<file path="src/rtl/clipped_line_pixel_generator_top_assert.svh">
// Assertion macros for the clipped line pixel generator.
`ifndef CLIPPED_LINE_PIXEL_GENERATOR_TOP_ASSERT_SVH
`define CLIPPED_LINE_PIXEL_GENERATOR_TOP_ASSERT_SVH

`ifndef SYNTHESIS
`define CLPG_ASSERT(label, clk, rst, prop, msg) \
  label: assert property (@(posedge clk) disable iff (rst) prop) else $error(msg);
`define CLPG_ASSERT_NEVER(label, clk, rst, expr, msg) \
  `CLPG_ASSERT(label, clk, rst, !(expr), msg)
`else
`define CLPG_ASSERT(label, clk, rst, prop, msg)
`define CLPG_ASSERT_NEVER(label, clk, rst, expr, msg)
`endif

`endif

</file>
<file path="src/rtl/clpg_pkg.sv">
// Shared types and constants for the clipped line pixel generator.
`default_nettype none

package clpg_pkg;

  // Parameter defaults
  localparam int MAX_DIM_DEF    = 64;
  localparam int COORD_BITS_DEF = 12;

  // Fixed field widths
  localparam int CANVAS_BITS    = 7;
  localparam int COLOR_BITS     = 32;
  localparam int CFG_DATA_BITS  = 32;
  localparam int CFG_INDEX_BITS = 2;

  // Hard cap on writes per line
  localparam int MAX_RESULTS    = 64;

  // Register indexes
  localparam logic [CFG_INDEX_BITS-1:0] REG_CANVAS_WIDTH  = 2'd0;
  localparam logic [CFG_INDEX_BITS-1:0] REG_CANVAS_HEIGHT = 2'd1;
  localparam logic [CFG_INDEX_BITS-1:0] REG_DRAW_COLOR    = 2'd2;

  // Register reset values
  localparam logic [CANVAS_BITS-1:0] CANVAS_WIDTH_RST  = 7'd64;
  localparam logic [CANVAS_BITS-1:0] CANVAS_HEIGHT_RST = 7'd64;
  localparam logic [COLOR_BITS-1:0]  DRAW_COLOR_RST    = 32'hFF00_0000;

  typedef enum logic [2:0] {
    ST_IDLE,
    ST_AXIS,
    ST_ORDER,
    ST_STEP,
    ST_FLUSH
  } state_t;

endpackage

`default_nettype wire

</file>
<file path="src/rtl/clpg_ifs.sv">
// Valid/ready channel interfaces: line segments in, pixel writes out.
`default_nettype none

interface clpg_line_if #(
  parameter int COORD_BITS = clpg_pkg::COORD_BITS_DEF
);
  logic                         valid;
  logic                         ready;
  logic signed [COORD_BITS-1:0] start_x;
  logic signed [COORD_BITS-1:0] start_y;
  logic signed [COORD_BITS-1:0] end_x;
  logic signed [COORD_BITS-1:0] end_y;

  modport source (output valid, start_x, start_y, end_x, end_y, input ready);
  modport sink   (input valid, start_x, start_y, end_x, end_y, output ready);
endinterface

interface clpg_pixel_if #(
  parameter int MAX_DIM = clpg_pkg::MAX_DIM_DEF
);
  localparam int PIX_BITS  = $clog2(MAX_DIM);
  localparam int ADDR_BITS = 2 * PIX_BITS;

  logic                            valid;
  logic                            ready;
  logic [PIX_BITS-1:0]             pixel_x;
  logic [PIX_BITS-1:0]             pixel_y;
  logic [ADDR_BITS-1:0]            pixel_address;
  logic [clpg_pkg::COLOR_BITS-1:0] pixel_color;
  logic                            last_pixel;

  modport source (output valid, pixel_x, pixel_y, pixel_address, pixel_color, last_pixel,
                  input ready);
  modport sink   (input valid, pixel_x, pixel_y, pixel_address, pixel_color, last_pixel,
                  output ready);
endinterface

`default_nettype wire

</file>
<file path="src/rtl/clipped_line_pixel_generator_top.sv">
// Clipped Bresenham line pixel generator: top level with sequencer and stepping unit.
`default_nettype none

// Takes one line segment per input beat and emits one framebuffer write beat for
// every Bresenham point that falls inside the canvas (canvas_width x canvas_height,
// each clamped to MAX_DIM), with x, y, address y*width+x, draw_color, and last_pixel
// set on the final write of the line. A line whose start on the major axis is
// negative after ordering draws nothing. A line that writes nothing emits no beat.
// Steps: capture, axis choice and endpoint ordering, then one major-axis step per
// cycle, unless the output stalls, taken by the single shared error/position update
// unit, then the check that sees stepping end, then a flush; a line with a negative
// ordered start returns to idle from the ordering step. Stepping stops as soon as
// the major coordinate passes the line end or the canvas edge, or once the line
// has made MAX_RESULTS writes. A new line is accepted only in idle. Each found
// pixel is held one step back so that the last one can be marked; output
// backpressure stalls stepping only when a new hit meets a held pixel and a full
// output register. Config writes must land only while idle.
module clipped_line_pixel_generator_top #(
  parameter int MAX_DIM    = clpg_pkg::MAX_DIM_DEF,
  parameter int COORD_BITS = clpg_pkg::COORD_BITS_DEF
) (
  input  wire logic                                 clk,
  input  wire logic                                 rst,
  input  wire logic                                 cfg_write,
  input  wire logic [clpg_pkg::CFG_INDEX_BITS-1:0]  cfg_index,
  input  wire logic [clpg_pkg::CFG_DATA_BITS-1:0]   cfg_data,
  clpg_line_if.sink                                 line_in,
  clpg_pixel_if.source                              pixel_out
);

  `include "clipped_line_pixel_generator_top_assert.svh"

  // Widths
  localparam int CW        = COORD_BITS + 1;          // signed coordinate / delta
  localparam int EW        = COORD_BITS + 2;          // signed error term
  localparam int DIM_BITS  = $clog2(MAX_DIM + 1);     // clamped canvas size
  localparam int PIX_BITS  = $clog2(MAX_DIM);
  localparam int ADDR_BITS = 2 * PIX_BITS;
  localparam int CMP_W     = ((CW > DIM_BITS) ? CW : DIM_BITS) + 1;
  localparam int CNT_BITS  = $clog2(clpg_pkg::MAX_RESULTS + 1);

  // Config registers
  logic [clpg_pkg::CANVAS_BITS-1:0] canvas_width;
  logic [clpg_pkg::CANVAS_BITS-1:0] canvas_height;
  logic [clpg_pkg::COLOR_BITS-1:0]  draw_color;

  clpg_pkg::state_t state, state_next;

  // Captured endpoints
  logic signed [COORD_BITS-1:0] ax, ay, bx, by;
  // Endpoints mapped to major/minor axis (not yet ordered)
  logic signed [COORD_BITS-1:0] maj_a, maj_b, min_a, min_b;
  logic [DIM_BITS-1:0]          major_lim, minor_lim;
  logic                         steep_flag;

  // Stepping state
  logic signed [CW-1:0] major_pos, major_end, minor_pos;
  logic [CW-1:0]        major_delta, minor_delta;
  logic signed [EW-1:0] step_error;
  logic                 minor_down;
  logic [CNT_BITS-1:0]  pix_count;

  // Held pixel (one behind) and output register
  logic                 pend_valid;
  logic [PIX_BITS-1:0]  pend_x, pend_y;
  logic [ADDR_BITS-1:0] pend_addr;
  logic                 out_valid;
  logic [PIX_BITS-1:0]  out_x, out_y;
  logic [ADDR_BITS-1:0] out_addr;
  logic                 out_last;

  // Clamped canvas
  logic [DIM_BITS-1:0] lim_w, lim_h;
  assign lim_w = (int'(canvas_width) > MAX_DIM) ? DIM_BITS'(MAX_DIM)
                                                : DIM_BITS'(canvas_width);
  assign lim_h = (int'(canvas_height) > MAX_DIM) ? DIM_BITS'(MAX_DIM)
                                                 : DIM_BITS'(canvas_height);

  // ---------------- Axis choice ----------------
  logic signed [CW-1:0] dx, dy;
  logic [CW-1:0]        adx, ady;
  logic                 steep_calc;
  assign dx  = {bx[COORD_BITS-1], bx} - {ax[COORD_BITS-1], ax};
  assign dy  = {by[COORD_BITS-1], by} - {ay[COORD_BITS-1], ay};
  assign adx = dx[CW-1] ? CW'(-dx) : CW'(dx);
  assign ady = dy[CW-1] ? CW'(-dy) : CW'(dy);
  assign steep_calc = ady > adx;

  // ---------------- Endpoint ordering ----------------
  logic                 swap;
  logic signed [CW-1:0] dmaj, dmin;
  logic [CW-1:0]        maj_delta_calc, min_delta_calc;
  logic                 down_calc;
  logic signed [COORD_BITS-1:0] ord_maj_start, ord_maj_end, ord_min_start;
  assign swap  = maj_a > maj_b;
  assign dmaj  = {maj_b[COORD_BITS-1], maj_b} - {maj_a[COORD_BITS-1], maj_a};
  assign dmin  = {min_b[COORD_BITS-1], min_b} - {min_a[COORD_BITS-1], min_a};
  assign maj_delta_calc = dmaj[CW-1] ? CW'(-dmaj) : CW'(dmaj);
  assign min_delta_calc = dmin[CW-1] ? CW'(-dmin) : CW'(dmin);
  // Minor goes down unless the ordered start is strictly below the ordered end.
  assign down_calc = swap ? !dmin[CW-1] : (dmin[CW-1] || (dmin == '0));
  assign ord_maj_start = swap ? maj_b : maj_a;
  assign ord_maj_end   = swap ? maj_a : maj_b;
  assign ord_min_start = swap ? min_b : min_a;

  // ---------------- Shared stepping unit ----------------
  logic signed [CMP_W-1:0] maj_ext, min_ext, maj_lim_ext, min_lim_ext;
  logic                    run, hit;
  logic [PIX_BITS-1:0]     hit_col, hit_row;
  logic [ADDR_BITS-1:0]    hit_addr;
  logic signed [EW-1:0]    err_sub, err_next;
  logic signed [EW-1:0]    minor_delta_ext, major_delta_ext;

  assign maj_ext     = {{(CMP_W-CW){major_pos[CW-1]}}, major_pos};
  assign min_ext     = {{(CMP_W-CW){minor_pos[CW-1]}}, minor_pos};
  assign maj_lim_ext = {{(CMP_W-DIM_BITS){1'b0}}, major_lim};
  assign min_lim_ext = {{(CMP_W-DIM_BITS){1'b0}}, minor_lim};

  assign run = (major_pos <= major_end) && (maj_ext < maj_lim_ext) &&
               (pix_count < CNT_BITS'(clpg_pkg::MAX_RESULTS));
  assign hit = !min_ext[CMP_W-1] && (min_ext < min_lim_ext);

  assign hit_col  = steep_flag ? min_ext[PIX_BITS-1:0] : maj_ext[PIX_BITS-1:0];
  assign hit_row  = steep_flag ? maj_ext[PIX_BITS-1:0] : min_ext[PIX_BITS-1:0];
  assign hit_addr = ADDR_BITS'(hit_row) * ADDR_BITS'(lim_w) + ADDR_BITS'(hit_col);

  assign minor_delta_ext = {{(EW-CW){1'b0}}, minor_delta};
  assign major_delta_ext = {{(EW-CW){1'b0}}, major_delta};
  assign err_sub  = step_error - minor_delta_ext;
  assign err_next = err_sub[EW-1] ? err_sub + major_delta_ext : err_sub;

  // ---------------- Control ----------------
  logic accept, out_free, adv, push_mid, push_last;
  assign accept   = line_in.valid && line_in.ready;
  assign out_free = !out_valid || pixel_out.ready;

  always_comb begin
    state_next = state;
    case (state)
      clpg_pkg::ST_IDLE:  if (accept) state_next = clpg_pkg::ST_AXIS;
      clpg_pkg::ST_AXIS:  state_next = clpg_pkg::ST_ORDER;
      clpg_pkg::ST_ORDER: begin
        // Negative ordered start on the major axis draws nothing.
        state_next = ord_maj_start[COORD_BITS-1] ? clpg_pkg::ST_IDLE : clpg_pkg::ST_STEP;
      end
      clpg_pkg::ST_STEP:  if (!run) state_next = clpg_pkg::ST_FLUSH;
      clpg_pkg::ST_FLUSH: if (!pend_valid || out_free) state_next = clpg_pkg::ST_IDLE;
      default:            state_next = clpg_pkg::ST_IDLE;
    endcase
  end

  always_comb begin
    line_in.ready = 1'b0;
    adv           = 1'b0;
    push_mid      = 1'b0;
    push_last     = 1'b0;
    case (state)
      clpg_pkg::ST_IDLE:  line_in.ready = 1'b1;
      clpg_pkg::ST_STEP: begin
        // Stall only if a new hit must bump the held pixel into a full output.
        adv      = run && (!hit || !pend_valid || out_free);
        push_mid = run && hit && pend_valid && out_free;
      end
      clpg_pkg::ST_FLUSH: push_last = pend_valid && out_free;
      default: ;
    endcase
  end

  // ---------------- Registers ----------------
  always_ff @(posedge clk) begin
    if (rst) begin
      state         <= clpg_pkg::ST_IDLE;
      canvas_width  <= clpg_pkg::CANVAS_WIDTH_RST;
      canvas_height <= clpg_pkg::CANVAS_HEIGHT_RST;
      draw_color    <= clpg_pkg::DRAW_COLOR_RST;
      pend_valid    <= 1'b0;
      out_valid     <= 1'b0;
      pix_count     <= '0;
    end else begin
      state <= state_next;
      if (cfg_write) begin
        case (cfg_index)
          clpg_pkg::REG_CANVAS_WIDTH:  canvas_width  <= cfg_data[clpg_pkg::CANVAS_BITS-1:0];
          clpg_pkg::REG_CANVAS_HEIGHT: canvas_height <= cfg_data[clpg_pkg::CANVAS_BITS-1:0];
          clpg_pkg::REG_DRAW_COLOR:    draw_color    <= cfg_data[clpg_pkg::COLOR_BITS-1:0];
          default: ;
        endcase
      end
      if (state == clpg_pkg::ST_ORDER) pix_count <= '0;
      if (adv && hit) begin
        pend_valid <= 1'b1;
        pix_count  <= pix_count + 1'b1;
      end else if (push_last) begin
        pend_valid <= 1'b0;
      end
      if (push_mid || push_last) out_valid <= 1'b1;
      else if (pixel_out.ready)  out_valid <= 1'b0;
    end
  end

  // Datapath, no reset
  always_ff @(posedge clk) begin
    if (accept) begin
      ax <= line_in.start_x;
      ay <= line_in.start_y;
      bx <= line_in.end_x;
      by <= line_in.end_y;
    end
    if (state == clpg_pkg::ST_AXIS) begin
      steep_flag <= steep_calc;
      maj_a      <= steep_calc ? ay : ax;
      maj_b      <= steep_calc ? by : bx;
      min_a      <= steep_calc ? ax : ay;
      min_b      <= steep_calc ? bx : by;
      major_lim  <= steep_calc ? lim_h : lim_w;
      minor_lim  <= steep_calc ? lim_w : lim_h;
    end
    if (state == clpg_pkg::ST_ORDER) begin
      major_pos   <= {ord_maj_start[COORD_BITS-1], ord_maj_start};
      major_end   <= {ord_maj_end[COORD_BITS-1], ord_maj_end};
      minor_pos   <= {ord_min_start[COORD_BITS-1], ord_min_start};
      major_delta <= maj_delta_calc;
      minor_delta <= min_delta_calc;
      step_error  <= {{(EW-CW+1){1'b0}}, maj_delta_calc[CW-1:1]};
      minor_down  <= down_calc;
    end
    if (adv) begin
      step_error <= err_next;
      major_pos  <= major_pos + CW'(1);
      if (err_sub[EW-1]) minor_pos <= minor_down ? minor_pos - CW'(1) : minor_pos + CW'(1);
      if (hit) begin
        pend_x    <= hit_col;
        pend_y    <= hit_row;
        pend_addr <= hit_addr;
      end
    end
    if (push_mid || push_last) begin
      out_x    <= pend_x;
      out_y    <= pend_y;
      out_addr <= pend_addr;
      out_last <= push_last;
    end
  end

  assign pixel_out.valid         = out_valid;
  assign pixel_out.pixel_x       = out_x;
  assign pixel_out.pixel_y       = out_y;
  assign pixel_out.pixel_address = out_addr;
  assign pixel_out.pixel_color   = draw_color;
  assign pixel_out.last_pixel    = out_last;

  // ---------------- Assertions ----------------
  `CLPG_ASSERT_NEVER(a_idle_no_held_pixel, clk, rst, line_in.ready && pend_valid,
    "held pixel left over when a new line can be taken")
  `CLPG_ASSERT(a_count_cap, clk, rst, pix_count <= CNT_BITS'(clpg_pkg::MAX_RESULTS),
    "pixel count beyond cap")
  `CLPG_ASSERT(a_step_major_nonneg, clk, rst, (state == clpg_pkg::ST_STEP) |-> !major_pos[CW-1],
    "stepping with negative major coordinate")
  `CLPG_ASSERT(a_push_keeps_held, clk, rst, push_mid |=> (pend_valid && out_valid && !out_last),
    "mid-line push lost the held pixel or marked it last")

endmodule

`default_nettype wire

</file>
<file path="src/flat_wrapper.sv">
// flat-port wrapper written by rule: the top's interface ports become plain ports
module clipped_line_pixel_generator_top_flat 
#(
  parameter int MAX_DIM    = clpg_pkg::MAX_DIM_DEF,
  parameter int COORD_BITS = clpg_pkg::COORD_BITS_DEF
)
  (clk, rst, cfg_write, cfg_index, cfg_data, line_in_valid, line_in_start_x, line_in_start_y, line_in_end_x, line_in_end_y, line_in_ready, pixel_out_valid, pixel_out_pixel_x, pixel_out_pixel_y, pixel_out_pixel_address, pixel_out_pixel_color, pixel_out_last_pixel, pixel_out_ready);
  clpg_line_if #(.COORD_BITS(COORD_BITS)) line_in_i ();
  clpg_pixel_if #(.MAX_DIM(MAX_DIM)) pixel_out_i ();
  input  wire logic clk;
  input  wire logic rst;
  input  wire logic cfg_write;
  input  wire logic [clpg_pkg::CFG_INDEX_BITS-1:0] cfg_index;
  input  wire logic [clpg_pkg::CFG_DATA_BITS-1:0] cfg_data;
  input wire logic [$bits(line_in_i.valid)-1:0] line_in_valid;
  input wire logic [$bits(line_in_i.start_x)-1:0] line_in_start_x;
  input wire logic [$bits(line_in_i.start_y)-1:0] line_in_start_y;
  input wire logic [$bits(line_in_i.end_x)-1:0] line_in_end_x;
  input wire logic [$bits(line_in_i.end_y)-1:0] line_in_end_y;
  output wire logic [$bits(line_in_i.ready)-1:0] line_in_ready;
  output wire logic [$bits(pixel_out_i.valid)-1:0] pixel_out_valid;
  output wire logic [$bits(pixel_out_i.pixel_x)-1:0] pixel_out_pixel_x;
  output wire logic [$bits(pixel_out_i.pixel_y)-1:0] pixel_out_pixel_y;
  output wire logic [$bits(pixel_out_i.pixel_address)-1:0] pixel_out_pixel_address;
  output wire logic [$bits(pixel_out_i.pixel_color)-1:0] pixel_out_pixel_color;
  output wire logic [$bits(pixel_out_i.last_pixel)-1:0] pixel_out_last_pixel;
  input wire logic [$bits(pixel_out_i.ready)-1:0] pixel_out_ready;
  assign line_in_i.valid = line_in_valid;
  assign line_in_i.start_x = line_in_start_x;
  assign line_in_i.start_y = line_in_start_y;
  assign line_in_i.end_x = line_in_end_x;
  assign line_in_i.end_y = line_in_end_y;
  assign line_in_ready = line_in_i.ready;
  assign pixel_out_valid = pixel_out_i.valid;
  assign pixel_out_pixel_x = pixel_out_i.pixel_x;
  assign pixel_out_pixel_y = pixel_out_i.pixel_y;
  assign pixel_out_pixel_address = pixel_out_i.pixel_address;
  assign pixel_out_pixel_color = pixel_out_i.pixel_color;
  assign pixel_out_last_pixel = pixel_out_i.last_pixel;
  assign pixel_out_i.ready = pixel_out_ready;
  clipped_line_pixel_generator_top #(.MAX_DIM(MAX_DIM), .COORD_BITS(COORD_BITS)) u_core (.clk(clk), .rst(rst), .cfg_write(cfg_write), .cfg_index(cfg_index), .cfg_data(cfg_data), .line_in(line_in_i), .pixel_out(pixel_out_i));
endmodule
</file>
<file path="config.mk">
export PLATFORM = sky130hd
export DESIGN_NAME = clipped_line_pixel_generator_top_flat
export DESIGN_NICKNAME = d
export VERILOG_FILES = /design/src/rtl/clpg_pkg.sv /design/src/rtl/clpg_ifs.sv /design/src/rtl/clipped_line_pixel_generator_top.sv /design/src/flat_wrapper.sv
export VERILOG_INCLUDE_DIRS = /design/src /design/src/rtl
export SDC_FILE = /design/constraint.sdc
export NUM_CORES = 1
export LEC_CHECK = 0
export BUFFER_PORTS_ARGS = -buffer_cell sky130_fd_sc_hd__buf_4
export CAP_MARGIN = 20
export CELL_PAD_IN_SITES_DETAIL_PLACEMENT = 0
export CELL_PAD_IN_SITES_GLOBAL_PLACEMENT = 1
export CORE_AREA = 2 2 219 221
export DETAILED_ROUTE_END_ITERATION = 10
export DIE_AREA = 0 0 221 223
export PLACE_DENSITY = 0.76
export SLEW_MARGIN = 20
export SYNTH_ARGS = -nofsm -noshare
export SYNTH_HDL_FRONTEND = slang
export SYNTH_SLANG_ARGS = --single-unit
</file>
<file path="constraint.sdc">
create_clock -name clk -period 6.95 [get_ports clk]
set_input_delay 2.085 -clock clk [delete_from_list [all_inputs] [get_ports clk]]
set_output_delay 2.085 -clock clk [all_outputs]
set_load 0.02 [all_outputs]
</file>
==> run metrics <==
largest net degree at the start of global routing between 60 and 70; total power per unit cell area about 410 nW/um^2; remaining global-route overflow 0; Post-Syn Instances around 1.8k; RSZ-0062 raised after global routing false; fin. max-slew vios 0; most common library cell in the layout ignoring fill and taps edfxtp_1; Setup TNS Final 0 ns; Syn Nets roughly 2.1k; final hold violations 0; Slew headroom 0.295; initial antenna violation count 0; Buffers on Ports around 150; HP Start u_core.pend_y[0]; starting density of the core 0.394; outcome completed; diode count 0; worst path bufs/invs 0; Synth Cell Area 18,600 um^2; part of the Yosys area used for sequential elements 0.441; TritonCTS Buffers 35; crit path from u_core.ay[0]; # rows 80; Avg Inst Size Synth 10.3 um^2; Via density 5.16; Post-CTS Setup Bufs 0; WHS Path Cells 0; Die Y 223 um; Yosys reg bits between 200 and 300; yosys warns 0; Starting DRT DRC Count ~720; f_max between 150 and 200 MHz; Longest Clk Path Bufs 3; crit-path cells ha_1, fa_1, nor2b_1, o2111ai_1, nand3_1, a31o_2, a211oi_1, nor2_1, nor2_1, xor2_1, ha_1, and4_1, a2111oi_0, a31o_4, mux2_2; unique cell type count in the Yosys netlist 82; EDFF count, synth about 230; critical path's slowest cell a31o_4; CP max FO 63; Wirelength per Cell between 15 and 20 um; leak pwr roughly 9.1 nW; R2R cell count 15; crit path capture type flop; worst vdd ir roughly 500 uV; Area Overhead vs Synth 15.8%; Vias approximately 13k; critical path type flop to flop; Crit path required time approximately 7.2 ns; Pre-Repair DR Iteration Count 5; CP delay by family, top compound AO/OA/AOI/OAI gates; Final Core Density 0.457; layout cells sized above 1 0.141; vias in the first global route 13.2k; Post-synth ARST share 0; die area 49,300 um^2; Hold WC Path Type flop to flop; fin crit period 5.66 ns; number of antenna-violating nets in the routed design 0; Post-Route WL around 43,000 um; critical path depth 15; CTS HTree Levels 2; Core ar. between 40,000 and 50,000 um^2; # IOs 146; Nets 2,218; Worst-Margin Slew around 1.1 ns; highest cell delay on the worst timing path between 0.9 and 1 ns; CTS Hold Bufs 0; Clock transition at path regs around 0.060 ns; Final period util 0.814; # DRC 0; max-cap violations 0; crit path DAT around 5.9 ns; worst skew pair latency around 0.55 ns; clock sink total ~300; TritonCTS clock tree built; commonest non-fill, non-tap cells in the layout edfxtp_1, nor2_1, ha_1, inv_1, buf_4; crit start category flop; ys flop type edfxtp_1; total track usage 0.176; hpwl dp 33,500 um; final setup fails 0; first-pass GRT wire length approximately 70,000 um; DIE WIDTH ~220 um; GPL Wtd Cong approximately 0.9; flop2flop setup slack 1.29 ns; clk_skew roughly 0.032 ns; PostCTS Resize Cnt 0; R2R Path Start u_core.ay[0]; Root Buffer clkbuf_16
==> routing by layer <==
layer,track usage,share of wire
met1,0.232,0.46
met2,0.299,0.48
met3,0.0291,0.037
met4,0.0470,0.022
met5,0,0
==> flip-flops by register name, indices dropped and copies added, names as in the netlist, 12 cells and up <==
register and count:
u_core.min_a 12, u_core.major_pos 13, u_core.minor_delta 13, u_core.maj_b 12, u_core.maj_a 12, u_core.ay 12
u_core.minor_pos 13, u_core.major_end 12, u_core.min_b 12, u_core.step_error 14, u_core.by 12, u_core.ax 12
u_core.bx 12, u_core.pend_addr 12, u_core.pixel_out.pixel_color 32, u_core.pixel_out.pixel_address 12, u_core.major_delta 13
==> synthesized netlist by cell type, types with 7 or more instances <==
cell	n	area share
nand2b_1	37	0.012
and2_1	12	0.0040
o21bai_1	7	0.0028
dfxtp_1	71	0.076
nor2b_1	17	0.0057
nand2_1	143	0.029
ha_1	159	0.11
mux2i_1	79	0.043
edfxtp_1	226	0.37
inv_1	155	0.031
buf_2	14	0.0038
a31oi_1	11	0.0037
mux2_2	33	0.020
o21ai_0	67	0.018
nor2_1	172	0.035
xnor2_1	65	0.031
nor3_1	32	0.0086
fa_1	30	0.032
a211oi_1	14	0.0057
xor2_1	61	0.029
nand3_1	31	0.0083
o211ai_1	8	0.0032
or3_1	8	0.0027
nand3b_1	14	0.0057
and3_1	12	0.0040
a211o_1	13	0.0061
clkbuf_1	26	0.0052
o21a_1	20	0.0081
a21o_1	26	0.010
a21oi_1	120	0.032
==> power breakdown <==
part	switching, W	internal (W)	total, W	leakage (nW)
registers	0.000199	0.00240	0.00260	2.67
logic	0.00237	0.00186	0.00423	5.90
clock network	0.000744	0.00115	0.00189	0.583
total	0.00332	0.00541	0.00872	9.15
==> area by class of cell <==
cell class,instances,area (um^2)
flip-flops and latches,297,8210
repair buffers,155,1170
clock inverters,19,215
clock buffers,44,972
fillers,4378,25600
multi-input cells,1296,9600
inverters,157,591
well taps,615,769
==> cell families after synthesis <==
logic type | count (synthesis) | synth area share
and+or+nand+nor | 517 | 0.132
AOI/OAI and AO/OA | 352 | 0.122
DFF | 297 | 0.441
buffers and inverters | 208 | 0.0441
adders and majority gates | 189 | 0.139
xor gates and xnor gates | 126 | 0.0594
muxes | 112 | 0.0625
==> path summary, 6_finish.rpt <==
| path | end |
|---|---|
| setup / recovery | u_core.min_b[10] |
| hold / removal | u_core.pixel_out.pixel_y[0] |
| setup reg to reg | u_core.min_b[10] |
| hold reg to reg | u_core.pixel_out.pixel_y[0] |
==> per-stage QoR <==
step,instances,total power [W],area (um^2),setup slack (ns),hold slack [ns]
after CTS,2583,0.00880,21500,1.38,0.418
after global routing,2583,0.00936,21500,0.977,0.424
after global placement,2519,0.00676,20300,1.62,0.404
after detailed placement,2520,0.00686,20300,1.42,0.405
after floorplan,1801,0.00591,18600,1.32,0.400
final,2583,0.00872,21500,1.29,0.416
Power figures use the tool's default switching activity.
